## src/rtl/core/rmp_pkg.sv

```systemverilog
`timescale 1ns / 1ps
`default_nettype none
// ----------------------------------------------------------------------------
// rmp_pkg
// Shared constants and controller/datapath interface types for the
// reachable maximum propagation block.
// ----------------------------------------------------------------------------
package rmp_pkg;

	// Fixed field widths
	localparam int VERTEX_W = 6;
	localparam int VCNT_W   = 7;
	localparam int CMD_W    = 2;

	// Default parameter values
	localparam int DEF_MAX_VERTICES = 64;
	localparam int DEF_MAX_EDGES    = 256;
	localparam int DEF_VALUE_BITS   = 16;

	// Largest vertex count a run ever uses
	localparam int VCNT_LIMIT = 64;

	// Command codes
	localparam logic [CMD_W-1:0] CMD_LOAD = 2'd0;
	localparam logic [CMD_W-1:0] CMD_EDGE = 2'd1;
	localparam logic [CMD_W-1:0] CMD_RUN  = 2'd2;

	// Controller to datapath commands
	typedef struct packed {
		logic load_vertex;
		logic add_edge;
		logic pass_start;
		logic edge_read;
		logic vertex_read;
		logic relax;
		logic edge_next;
		logic emit_start;
		logic emit_read;
		logic emit_load;
		logic emit_next;
	} rmp_ctl_t;

	// Datapath to controller status
	typedef struct packed {
		logic edges_empty;
		logic edge_last;
		logic changed;
		logic emit_last;
		logic out_free;
	} rmp_sts_t;

endpackage
`default_nettype wire

```

## src/rtl/core/reachable_max_propagation_core.sv

```systemverilog
`timescale 1ns / 1ps
`default_nettype none
// ----------------------------------------------------------------------------
// reachable_max_propagation_core
// Gives every vertex the largest initial value of all vertices reaching it.
// ----------------------------------------------------------------------------
// Load (cmd 0) and add-edge (cmd 1) transfers leave the block ready again the
// next cycle. A run (cmd 2) stalls the input until its last result has been
// loaded into the output register: after a setup state it visits every stored
// edge in each relaxation pass (read the edge table, then read source and
// target from the two-read-port vertex memory, then compare and write back),
// and repeats passes until one changes nothing (at most one pass per vertex in
// use). Results then leave one at a time, each read from the vertex memory and
// then loaded into the output register once it is free of a stalled result.
// Edges whose endpoints lie at or above the vertex count in use are skipped;
// edge_overflow reports edges dropped since reset because the table was full.
// ----------------------------------------------------------------------------
module reachable_max_propagation_core
	import rmp_pkg::*;
#(
	parameter int MAX_VERTICES = DEF_MAX_VERTICES,
	parameter int MAX_EDGES    = DEF_MAX_EDGES,
	parameter int VALUE_BITS   = DEF_VALUE_BITS
) (
	input  wire logic                         clk,
	input  wire logic                         arst_n,
	input  wire logic                         vertex_count_we,
	input  wire logic [VCNT_W-1:0]            vertex_count_wdata,
	input  wire logic                         in_valid,
	output logic                              in_stall,
	input  wire logic [CMD_W-1:0]             cmd,
	input  wire logic [VERTEX_W-1:0]          vertex,
	input  wire logic signed [VALUE_BITS-1:0] value,
	input  wire logic [VERTEX_W-1:0]          edge_from,
	input  wire logic [VERTEX_W-1:0]          edge_to,
	output logic                              out_valid,
	input  wire logic                         out_stall,
	output logic [VERTEX_W-1:0]               vertex_res,
	output logic signed [VALUE_BITS-1:0]      result_value,
	output logic                              last,
	output logic                              edge_overflow
);

	rmp_ctl_t ctl;
	rmp_sts_t sts;

	// Sequencer
	rmp_ctrl u_ctrl (
		.clk      (clk),
		.arst_n   (arst_n),
		.in_valid (in_valid),
		.in_stall (in_stall),
		.cmd      (cmd),
		.ctl      (ctl),
		.sts      (sts)
	);

	// Storage and arithmetic
	rmp_datapath #(
		.MAX_VERTICES (MAX_VERTICES),
		.MAX_EDGES    (MAX_EDGES),
		.VALUE_BITS   (VALUE_BITS)
	) u_dp (
		.clk                (clk),
		.arst_n             (arst_n),
		.ctl                (ctl),
		.sts                (sts),
		.vertex             (vertex),
		.value              (value),
		.edge_from          (edge_from),
		.edge_to            (edge_to),
		.vertex_count_we    (vertex_count_we),
		.vertex_count_wdata (vertex_count_wdata),
		.out_valid          (out_valid),
		.out_stall          (out_stall),
		.vertex_res         (vertex_res),
		.result_value       (result_value),
		.last               (last),
		.edge_overflow      (edge_overflow)
	);

endmodule
`default_nettype wire

```

## src/rtl/core/rmp_ctrl.sv

```systemverilog
`timescale 1ns / 1ps
`default_nettype none
// ----------------------------------------------------------------------------
// rmp_ctrl
// Sequencer: takes commands, runs relaxation passes over the edge table
// until a pass changes nothing, then steps the results out.
// ----------------------------------------------------------------------------
module rmp_ctrl
	import rmp_pkg::*;
(
	input  wire logic             clk,
	input  wire logic             arst_n,
	input  wire logic             in_valid,
	output logic                  in_stall,
	input  wire logic [CMD_W-1:0] cmd,
	output rmp_ctl_t              ctl,
	input  wire rmp_sts_t         sts
);

	localparam logic [2:0] ST_IDLE = 3'd0;
	localparam logic [2:0] ST_RUN  = 3'd1;
	localparam logic [2:0] ST_ERD  = 3'd2;
	localparam logic [2:0] ST_VRD  = 3'd3;
	localparam logic [2:0] ST_CMP  = 3'd4;
	localparam logic [2:0] ST_ORD  = 3'd5;
	localparam logic [2:0] ST_OLD  = 3'd6;

	logic [2:0] state_q;
	logic [2:0] state_nxt;
	logic       accept;

	assign in_stall = (state_q != ST_IDLE);
	assign accept   = in_valid && !in_stall;

	// Next state and command decode
	always_comb begin
		state_nxt = state_q;
		ctl       = '0;
		unique case (state_q)
			ST_IDLE: begin
				if (accept) begin
					unique case (cmd)
						CMD_LOAD: ctl.load_vertex = 1'b1;
						CMD_EDGE: ctl.add_edge = 1'b1;
						CMD_RUN:  state_nxt = ST_RUN;
						default:  ;
					endcase
				end
			end
			ST_RUN: begin
				if (sts.edges_empty) begin
					ctl.emit_start = 1'b1;
					state_nxt      = ST_ORD;
				end else begin
					ctl.pass_start = 1'b1;
					state_nxt      = ST_ERD;
				end
			end
			ST_ERD: begin
				ctl.edge_read = 1'b1;
				state_nxt     = ST_VRD;
			end
			ST_VRD: begin
				ctl.vertex_read = 1'b1;
				state_nxt       = ST_CMP;
			end
			ST_CMP: begin
				ctl.relax = 1'b1;
				if (!sts.edge_last) begin
					ctl.edge_next = 1'b1;
					state_nxt     = ST_ERD;
				end else if (sts.changed) begin
					ctl.pass_start = 1'b1;
					state_nxt      = ST_ERD;
				end else begin
					ctl.emit_start = 1'b1;
					state_nxt      = ST_ORD;
				end
			end
			ST_ORD: begin
				ctl.emit_read = 1'b1;
				state_nxt     = ST_OLD;
			end
			ST_OLD: begin
				if (sts.out_free) begin
					ctl.emit_load = 1'b1;
					if (sts.emit_last) begin
						state_nxt = ST_IDLE;
					end else begin
						ctl.emit_next = 1'b1;
						state_nxt     = ST_ORD;
					end
				end
			end
			default: state_nxt = ST_IDLE;
		endcase
	end

	// State register
	always_ff @(posedge clk or negedge arst_n) begin
		if (!arst_n) begin
			state_q <= ST_IDLE;
		end else begin
			state_q <= state_nxt;
		end
	end

endmodule
`default_nettype wire

```

## src/rtl/core/rmp_datapath.sv

```systemverilog
`timescale 1ns / 1ps
`default_nettype none
// ----------------------------------------------------------------------------
// rmp_datapath
// Vertex value memory, edge table, pass and emit counters, relax compare
// and the result output register.
// ----------------------------------------------------------------------------
module rmp_datapath
	import rmp_pkg::*;
#(
	parameter int MAX_VERTICES = DEF_MAX_VERTICES,
	parameter int MAX_EDGES    = DEF_MAX_EDGES,
	parameter int VALUE_BITS   = DEF_VALUE_BITS
) (
	input  wire logic                         clk,
	input  wire logic                         arst_n,
	input  wire rmp_ctl_t                     ctl,
	output rmp_sts_t                          sts,
	input  wire logic [VERTEX_W-1:0]          vertex,
	input  wire logic signed [VALUE_BITS-1:0] value,
	input  wire logic [VERTEX_W-1:0]          edge_from,
	input  wire logic [VERTEX_W-1:0]          edge_to,
	input  wire logic                         vertex_count_we,
	input  wire logic [VCNT_W-1:0]            vertex_count_wdata,
	output logic                              out_valid,
	input  wire logic                         out_stall,
	output logic [VERTEX_W-1:0]               vertex_res,
	output logic signed [VALUE_BITS-1:0]      result_value,
	output logic                              last,
	output logic                              edge_overflow
);

	localparam int VDEPTH  = (MAX_VERTICES < VCNT_LIMIT) ? MAX_VERTICES : VCNT_LIMIT;
	localparam int VIDX_W  = (VDEPTH > 1) ? $clog2(VDEPTH) : 1;
	localparam int EIDX_W  = (MAX_EDGES > 1) ? $clog2(MAX_EDGES) : 1;
	localparam int ECNT_W  = $clog2(MAX_EDGES + 1);
	localparam int EDATA_W = 2 * VERTEX_W;

	// Vertex count register and the count actually used by a run
	logic [VCNT_W-1:0] vcount_q;
	logic [VCNT_W-1:0] n_eff;

	always_ff @(posedge clk or negedge arst_n) begin
		if (!arst_n) begin
			vcount_q <= VCNT_W'(1);
		end else if (vertex_count_we) begin
			vcount_q <= vertex_count_wdata;
		end
	end

	always_comb begin
		if (vcount_q == '0) begin
			n_eff = VCNT_W'(1);
		end else if (32'(vcount_q) > 32'(VDEPTH)) begin
			n_eff = VCNT_W'(VDEPTH);
		end else begin
			n_eff = vcount_q;
		end
	end

	// Edge table: append on add, one read per edge visit
	logic [EDATA_W-1:0] edge_mem [MAX_EDGES];
	logic [EDATA_W-1:0] edge_s1;
	logic [ECNT_W-1:0]  edge_total_q;
	logic [EIDX_W-1:0]  edge_idx_q;
	logic               dropped_q;
	logic               edge_full;

	assign edge_full = (edge_total_q == ECNT_W'(MAX_EDGES));

	always_ff @(posedge clk) begin
		if (ctl.add_edge && !edge_full) begin
			edge_mem[edge_total_q[EIDX_W-1:0]] <= {edge_from, edge_to};
		end
		if (ctl.edge_read) begin
			edge_s1 <= edge_mem[edge_idx_q];
		end
	end

	always_ff @(posedge clk or negedge arst_n) begin
		if (!arst_n) begin
			edge_total_q <= '0;
			dropped_q    <= 1'b0;
		end else if (ctl.add_edge) begin
			if (edge_full) begin
				dropped_q <= 1'b1;
			end else begin
				edge_total_q <= edge_total_q + ECNT_W'(1);
			end
		end
	end

	// Edge visit counter
	always_ff @(posedge clk or negedge arst_n) begin
		if (!arst_n) begin
			edge_idx_q <= '0;
		end else if (ctl.pass_start) begin
			edge_idx_q <= '0;
		end else if (ctl.edge_next) begin
			edge_idx_q <= edge_idx_q + EIDX_W'(1);
		end
	end

	// Edge endpoints and range check
	logic [VERTEX_W-1:0] src;
	logic [VERTEX_W-1:0] tgt;
	logic                edge_ok;

	assign src     = edge_s1[EDATA_W-1:VERTEX_W];
	assign tgt     = edge_s1[VERTEX_W-1:0];
	assign edge_ok = (VCNT_W'(src) < n_eff) && (VCNT_W'(tgt) < n_eff);

	// Emit counter
	logic [VIDX_W-1:0] emit_idx_q;

	always_ff @(posedge clk or negedge arst_n) begin
		if (!arst_n) begin
			emit_idx_q <= '0;
		end else if (ctl.emit_start) begin
			emit_idx_q <= '0;
		end else if (ctl.emit_next) begin
			emit_idx_q <= emit_idx_q + VIDX_W'(1);
		end
	end

	// Vertex value memory: one write port, two registered read ports
	logic signed [VALUE_BITS-1:0] vmem [VDEPTH];
	logic signed [VALUE_BITS-1:0] va_s2;
	logic signed [VALUE_BITS-1:0] vb_s2;
	logic [VIDX_W-1:0]            tgt_s2;
	logic                         ok_s2;
	logic                         hit;
	logic                         load_ok;
	logic                         vwr_en;
	logic [VIDX_W-1:0]            vwr_addr;
	logic signed [VALUE_BITS-1:0] vwr_data;
	logic [VIDX_W-1:0]            rda_addr;

	assign hit     = ok_s2 && (va_s2 > vb_s2);
	assign load_ok = ctl.load_vertex && (32'(vertex) < 32'(MAX_VERTICES));

	always_comb begin
		vwr_en   = 1'b0;
		vwr_addr = vertex[VIDX_W-1:0];
		vwr_data = value;
		if (load_ok) begin
			vwr_en = 1'b1;
		end else if (ctl.relax && hit) begin
			vwr_en   = 1'b1;
			vwr_addr = tgt_s2;
			vwr_data = va_s2;
		end
	end

	assign rda_addr = ctl.emit_read ? emit_idx_q : src[VIDX_W-1:0];

	always_ff @(posedge clk) begin
		if (vwr_en) begin
			vmem[vwr_addr] <= vwr_data;
		end
		if (ctl.vertex_read || ctl.emit_read) begin
			va_s2 <= vmem[rda_addr];
		end
		if (ctl.vertex_read) begin
			vb_s2  <= vmem[tgt[VIDX_W-1:0]];
			tgt_s2 <= tgt[VIDX_W-1:0];
		end
	end

	always_ff @(posedge clk or negedge arst_n) begin
		if (!arst_n) begin
			ok_s2 <= 1'b0;
		end else if (ctl.vertex_read) begin
			ok_s2 <= edge_ok;
		end
	end

	// Pass change flag
	logic changed_q;

	always_ff @(posedge clk or negedge arst_n) begin
		if (!arst_n) begin
			changed_q <= 1'b0;
		end else if (ctl.pass_start) begin
			changed_q <= 1'b0;
		end else if (ctl.relax && hit) begin
			changed_q <= 1'b1;
		end
	end

	// Output register
	logic                         out_valid_q;
	logic [VERTEX_W-1:0]          vertex_res_q;
	logic signed [VALUE_BITS-1:0] result_q;
	logic                         last_q;
	logic                         overflow_q;
	logic                         emit_last;

	assign emit_last = ((VCNT_W'(emit_idx_q) + VCNT_W'(1)) == n_eff);

	always_ff @(posedge clk or negedge arst_n) begin
		if (!arst_n) begin
			out_valid_q <= 1'b0;
		end else if (ctl.emit_load) begin
			out_valid_q <= 1'b1;
		end else if (out_valid_q && !out_stall) begin
			out_valid_q <= 1'b0;
		end
	end

	always_ff @(posedge clk) begin
		if (ctl.emit_load) begin
			vertex_res_q <= VERTEX_W'(emit_idx_q);
			result_q     <= va_s2;
			last_q       <= emit_last;
			overflow_q   <= dropped_q;
		end
	end

	assign out_valid     = out_valid_q;
	assign vertex_res    = vertex_res_q;
	assign result_value  = result_q;
	assign last          = last_q;
	assign edge_overflow = overflow_q;

	// Status to controller
	assign sts.edges_empty = (edge_total_q == '0);
	assign sts.edge_last   = ((ECNT_W'(edge_idx_q) + ECNT_W'(1)) == edge_total_q);
	assign sts.changed     = changed_q || (ctl.relax && hit);
	assign sts.emit_last   = emit_last;
	assign sts.out_free    = !out_valid_q || !out_stall;

endmodule
`default_nettype wire

```

## config.mk

```make
export PLATFORM = sky130hd
export DESIGN_NAME = reachable_max_propagation_core
export DESIGN_NICKNAME = d
export VERILOG_FILES = /design/src/rtl/core/rmp_pkg.sv /design/src/rtl/core/reachable_max_propagation_core.sv /design/src/rtl/core/rmp_ctrl.sv /design/src/rtl/core/rmp_datapath.sv
export SDC_FILE = /design/constraint.sdc
export NUM_CORES = 2
export LEC_CHECK = 0
export BUFFER_PORTS_ARGS = -buffer_cell sky130_fd_sc_hd__buf_2
export CAP_MARGIN = 0
export CORE_MARGIN = 2
export CORE_UTILIZATION = 30
export CTS_CLUSTER_DIAMETER = 200
export DETAILED_ROUTE_END_ITERATION = 7
export PLACE_DENSITY = 0.43
export SETUP_SLACK_MARGIN = 0.02
export SYNTH_ARGS = -nofsm -noshare
export SYNTH_HDL_FRONTEND = slang
export SYNTH_HIERARCHICAL = 1
export SYNTH_SLANG_ARGS = --single-unit
```

## constraint.sdc

```tcl
create_clock -name clk -period 5.1 [get_ports clk]
set_input_delay 1.02 -clock clk [delete_from_list [all_inputs] [get_ports clk]]
set_output_delay 1.02 -clock clk [all_outputs]
set_load 0.01 [all_outputs]
```

==> impl_metrics.yaml <==
outcome:
  outcome: "finished, violations left"
  violations: "antenna violations"
floorplanning:
  initial_utilization_pct: 30.1
  core_area_um2: 574000
  rows: 278
  die_y_um: 763
  dieArea_um2: 582000
  die-width_um: 763
  io_pins: 74
synthesis:
  yosysWarningCount: 6
  synth_cells: 8474
  synthDistinctLibCells: 98
  synth-seq-cells: 4207
  synth_fp_nets: 8554
  syn_area_um2: 173000
  synth_edf_count: 4170
  ys.flop_type: "edfxtp_1"
  yosysSeqAreaShare_pct: 73.0
  synth-async-reset-ratio_pct: 0.879
  synth_area_per_cell_um2: 20.4
clocking:
  clk_latency_ps: 1070
  cts_max_level: 5
  clockBufferDepth: 4
  root_buffer: "clkbuf_16"
  numCtsBuffers: 461
  clkTransAtPathRegs_ps: 60
  cts_tree: "built"
  cts_sinks: 4207
  ctsHoldBuffers: 0
  cts_setup_buffers: 0
sta:
  hold_viol: 0
  clock-skew-final_ps: 144
  rsz0062_at_grt: "false"
  slew_violations: 0
  setup_slack_ps: 171
  slew_headroom_pct: 6.41
  period_minus_slack_ps: 4930
  period_share_pct: 96.6
  setup_viol: 0
  timing.setup.tns_ps: 0
  worst_pin_slew_ps: 1400
  fmaxAchievable_ghz: 0.203
run:
  drv_cap: 0
worst_setup_path:
  r2r_cells: 8
  cp_slowest_stage_delay_ps: 920
  critPathKind: "flop to flop"
  startpoint: "u_dp/edge_idx_q[2]$_DFFE_PN0P_"
  rr_startpoint: "u_dp/edge_idx_q[2]$_DFFE_PN0P_"
  critPathLaunchType: "flop"
  r2r_end: "u_dp/edge_s1[0]$_DFFE_PP_"
  path_max_fanout: 29
  cp.required_ps: 5750
  reg2reg_slack_ps: 170
  worst_ep_arrival_time_ps: 5570
  crit_path_end_kind: "flop"
  worstPathCellList: "nand2b_4 > buf_4 > o221ai_1 > a21oi_1 > nor3_2 > o21ai_0 > a211o_1 > a211oi_2"
  crit_slowest_cell: "dfrtp_4"
  critPathCapture: "u_dp/edge_s1[0]$_DFFE_PP_"
global_routing:
  grt_pass1_vias: 93220
  grt_first_pass_wirelength_mm: 799
  grt_max_degree: 115
  grt_overflow: 0
  grt_usage_pct: 19.6
  antenna_found_initial: 53
route:
  drt_iter0_markers: 11294
  first_pass_iters: 6
  routed_wl_mm: 586
  drc: 0
  vias_per_cell: 5.45
  wl_per_cell_um: 34.1
  ant_nets: 1
  via_count: 93622
layout:
  layout.nets: 9272
  syn_to_final_growth_pct: 16.6
  fillCellCount: 53198
  drive_gt1_share_pct: 29.0
  final_core_util_pct: 35.1
worst_hold_path:
  hp-class: "input pin to asynchronous set/reset pin"
power:
  vdd_ir_drop_max_uv: 399
  p_leak_uw: 0.0625
  power.density_nw_per_um2: 469
  finalPower_uw: 94600
place:
  gp_congestion: 0.827
  pre_cts_ws_ps: -56.7
  port-buffer-count: 73
  dpl.hpwl_mm: 364
[per-stage QoR]
step,hold slack [ps],cell area (um^2),std cells
finish,196,202000,17163
CTS,123,201000,17134
global route,182,202000,17139
detailed placement,451,187000,16289
global placement,465,187000,16284
floorplan,423,173000,8474
[worst min path at each step]
stage                                    from  slack, ps                             end
2_1_floorplan  u_dp/emit_idx_q[3]$_DFFE_PN0P_        420    u_dp/vertex_res[3]$_DFFE_PP_
3_3_place_gp          u_dp/va_s2[0]$_DFFE_PP_        460  u_dp/result_value[0]$_DFFE_PP_
3_5_place_dp          u_dp/va_s2[0]$_DFFE_PP_        450  u_dp/result_value[0]$_DFFE_PP_
4_1_cts                                arst_n        120    u_dp/vcount_q[5]$_DFFE_PN0P_
5_1_grt                 vertex_count_wdata[6]        180    u_dp/vcount_q[6]$_DFFE_PN0P_
6_report                               arst_n        200    u_dp/vcount_q[5]$_DFFE_PN0P_
[per-layer routing]
layer	part of all wire, %	vias up	routed length (um)	global-route usage (%)
li1	-	37341	-	-
met5	0.0079	-	46	0
met3	7.6	697	44300	3.49
met1	45	51544	261000	28.8
met4	2.3	6	13700	4.29
met2	45	4034	266000	30.3
[synth_stat cells, types with 22 or more instances]
| cell | number | area (um^2) |
|---|---|---|
| nor3_1 | 51 | 255 |
| mux2i_1 | 455 | 4550 |
| o221ai_1 | 146 | 1280 |
| buf_8 | 42 | 631 |
| buf_1 | 45 | 169 |
| nor2_1 | 363 | 1360 |
| nand3_1 | 65 | 325 |
| buf_2 | 126 | 631 |
| a21oi_1 | 142 | 711 |
| buf_6 | 49 | 552 |
| and2_1 | 45 | 282 |
| o21ai_0 | 99 | 495 |
| buf_4 | 30 | 225 |
| nand2_1 | 366 | 1370 |
| mux4_2 | 1128 | 25400 |
| ha_1 | 32 | 400 |
| dfrtp_1 | 36 | 901 |
| clkbuf_1 | 243 | 912 |
| a31oi_1 | 46 | 288 |
| a221oi_1 | 31 | 272 |
| xnor2_1 | 22 | 193 |
| a211oi_1 | 53 | 398 |
| mux2_2 | 41 | 462 |
| a22oi_1 | 132 | 991 |
| o22ai_1 | 135 | 845 |
| edfxtp_1 | 4170 | 125000 |
| inv_1 | 28 | 105 |
| mux4_1 | 35 | 920 |
| nor2b_1 | 28 | 175 |
[logic make-up after synthesis]
family / share of synthesized area (%)
adder cells (fa/ha/maj): 0.232
XOR/XNOR: 0.172
buffers and inverters: 2.04
flip-flops: 73.0
AND/OR/NAND/NOR: 2.72
multiplexers: 18.1
AO/OA/AOI/OAI: 3.73
[final cells by class]
class | instances | area, um^2 | area share [%]
repair buffers | 810 | 7130 | 3.54
clock inverters | 270 | 2660 | 1.32
well taps | 7560 | 9460 | 4.69
inverters | 30 | 123 | 0.0608
diodes | 29 | 72.6 | 0.0360
clock buffers | 575 | 12100 | 6.00
flip-flops and latches | 4207 | 126000 | 62.6
multi-input cells | 3682 | 43900 | 21.8
[timing repair]
action	4_1_cts	5_1_grt
endpoints found under the setup margin	3	1
hold endpoints to repair	0	0
resized for setup	3	1
[worst max-delay path, delay by kind of cell, from the launching register on]
kind	cells	cell delay, ps
flops	1	920
compound gates	5	1730
simple gates	2	1340
buf+inv	1	440
[flip-flops by register name, indices dropped and copies added (netlist names), 3 cells and up]
| signal | cells |
|---|---|
| u_dp/emit_idx_q | 6 |
| u_dp/vcount_q | 7 |
| u_dp/vertex_res | 6 |
| u_dp/va_s2 | 16 |
| u_dp/edge_idx_q | 8 |
| u_dp/vb_s2 | 16 |
| u_dp/vmem | 1024 |
| u_dp/edge_mem | 3072 |
| u_dp/result_value | 16 |
| u_dp/tgt_s2 | 6 |
| u_dp/edge_total_q | 9 |
| u_ctrl/state_q | 3 |
| u_dp/edge_s1 | 12 |
[cells in the final DEF (no fill, tap or decap), types with 42 or more instances in the layout]
master and n:
clkinv_1 102, a31oi_1 46, edfxtp_1 4170, buf_2 61, a21oi_1 142, buf_12 88
bufinv_16 42, nor3_1 45, nand3_1 65, o22ai_1 135, a211oi_1 49, buf_4 645
a22oi_2 64, o221ai_1 146, clkbuf_1 105, nand2_1 352, a22oi_1 68, mux2i_1 451
clkinv_2 88, and2_1 43, nor2_1 357, clkbuf_16 464, o21ai_0 98, mux4_2 1128
[power by group]
| group | switching (uW) | leakage [uW] | internal (uW) |
|---|---|---|---|
| sequential | 497 | 0.0379 | 38700 |
| combinational | 13700 | 0.0174 | 8810 |
| clock | 14000 | 0.00721 | 18900 |
Note: power is estimated with default switching activity, not from simulation.
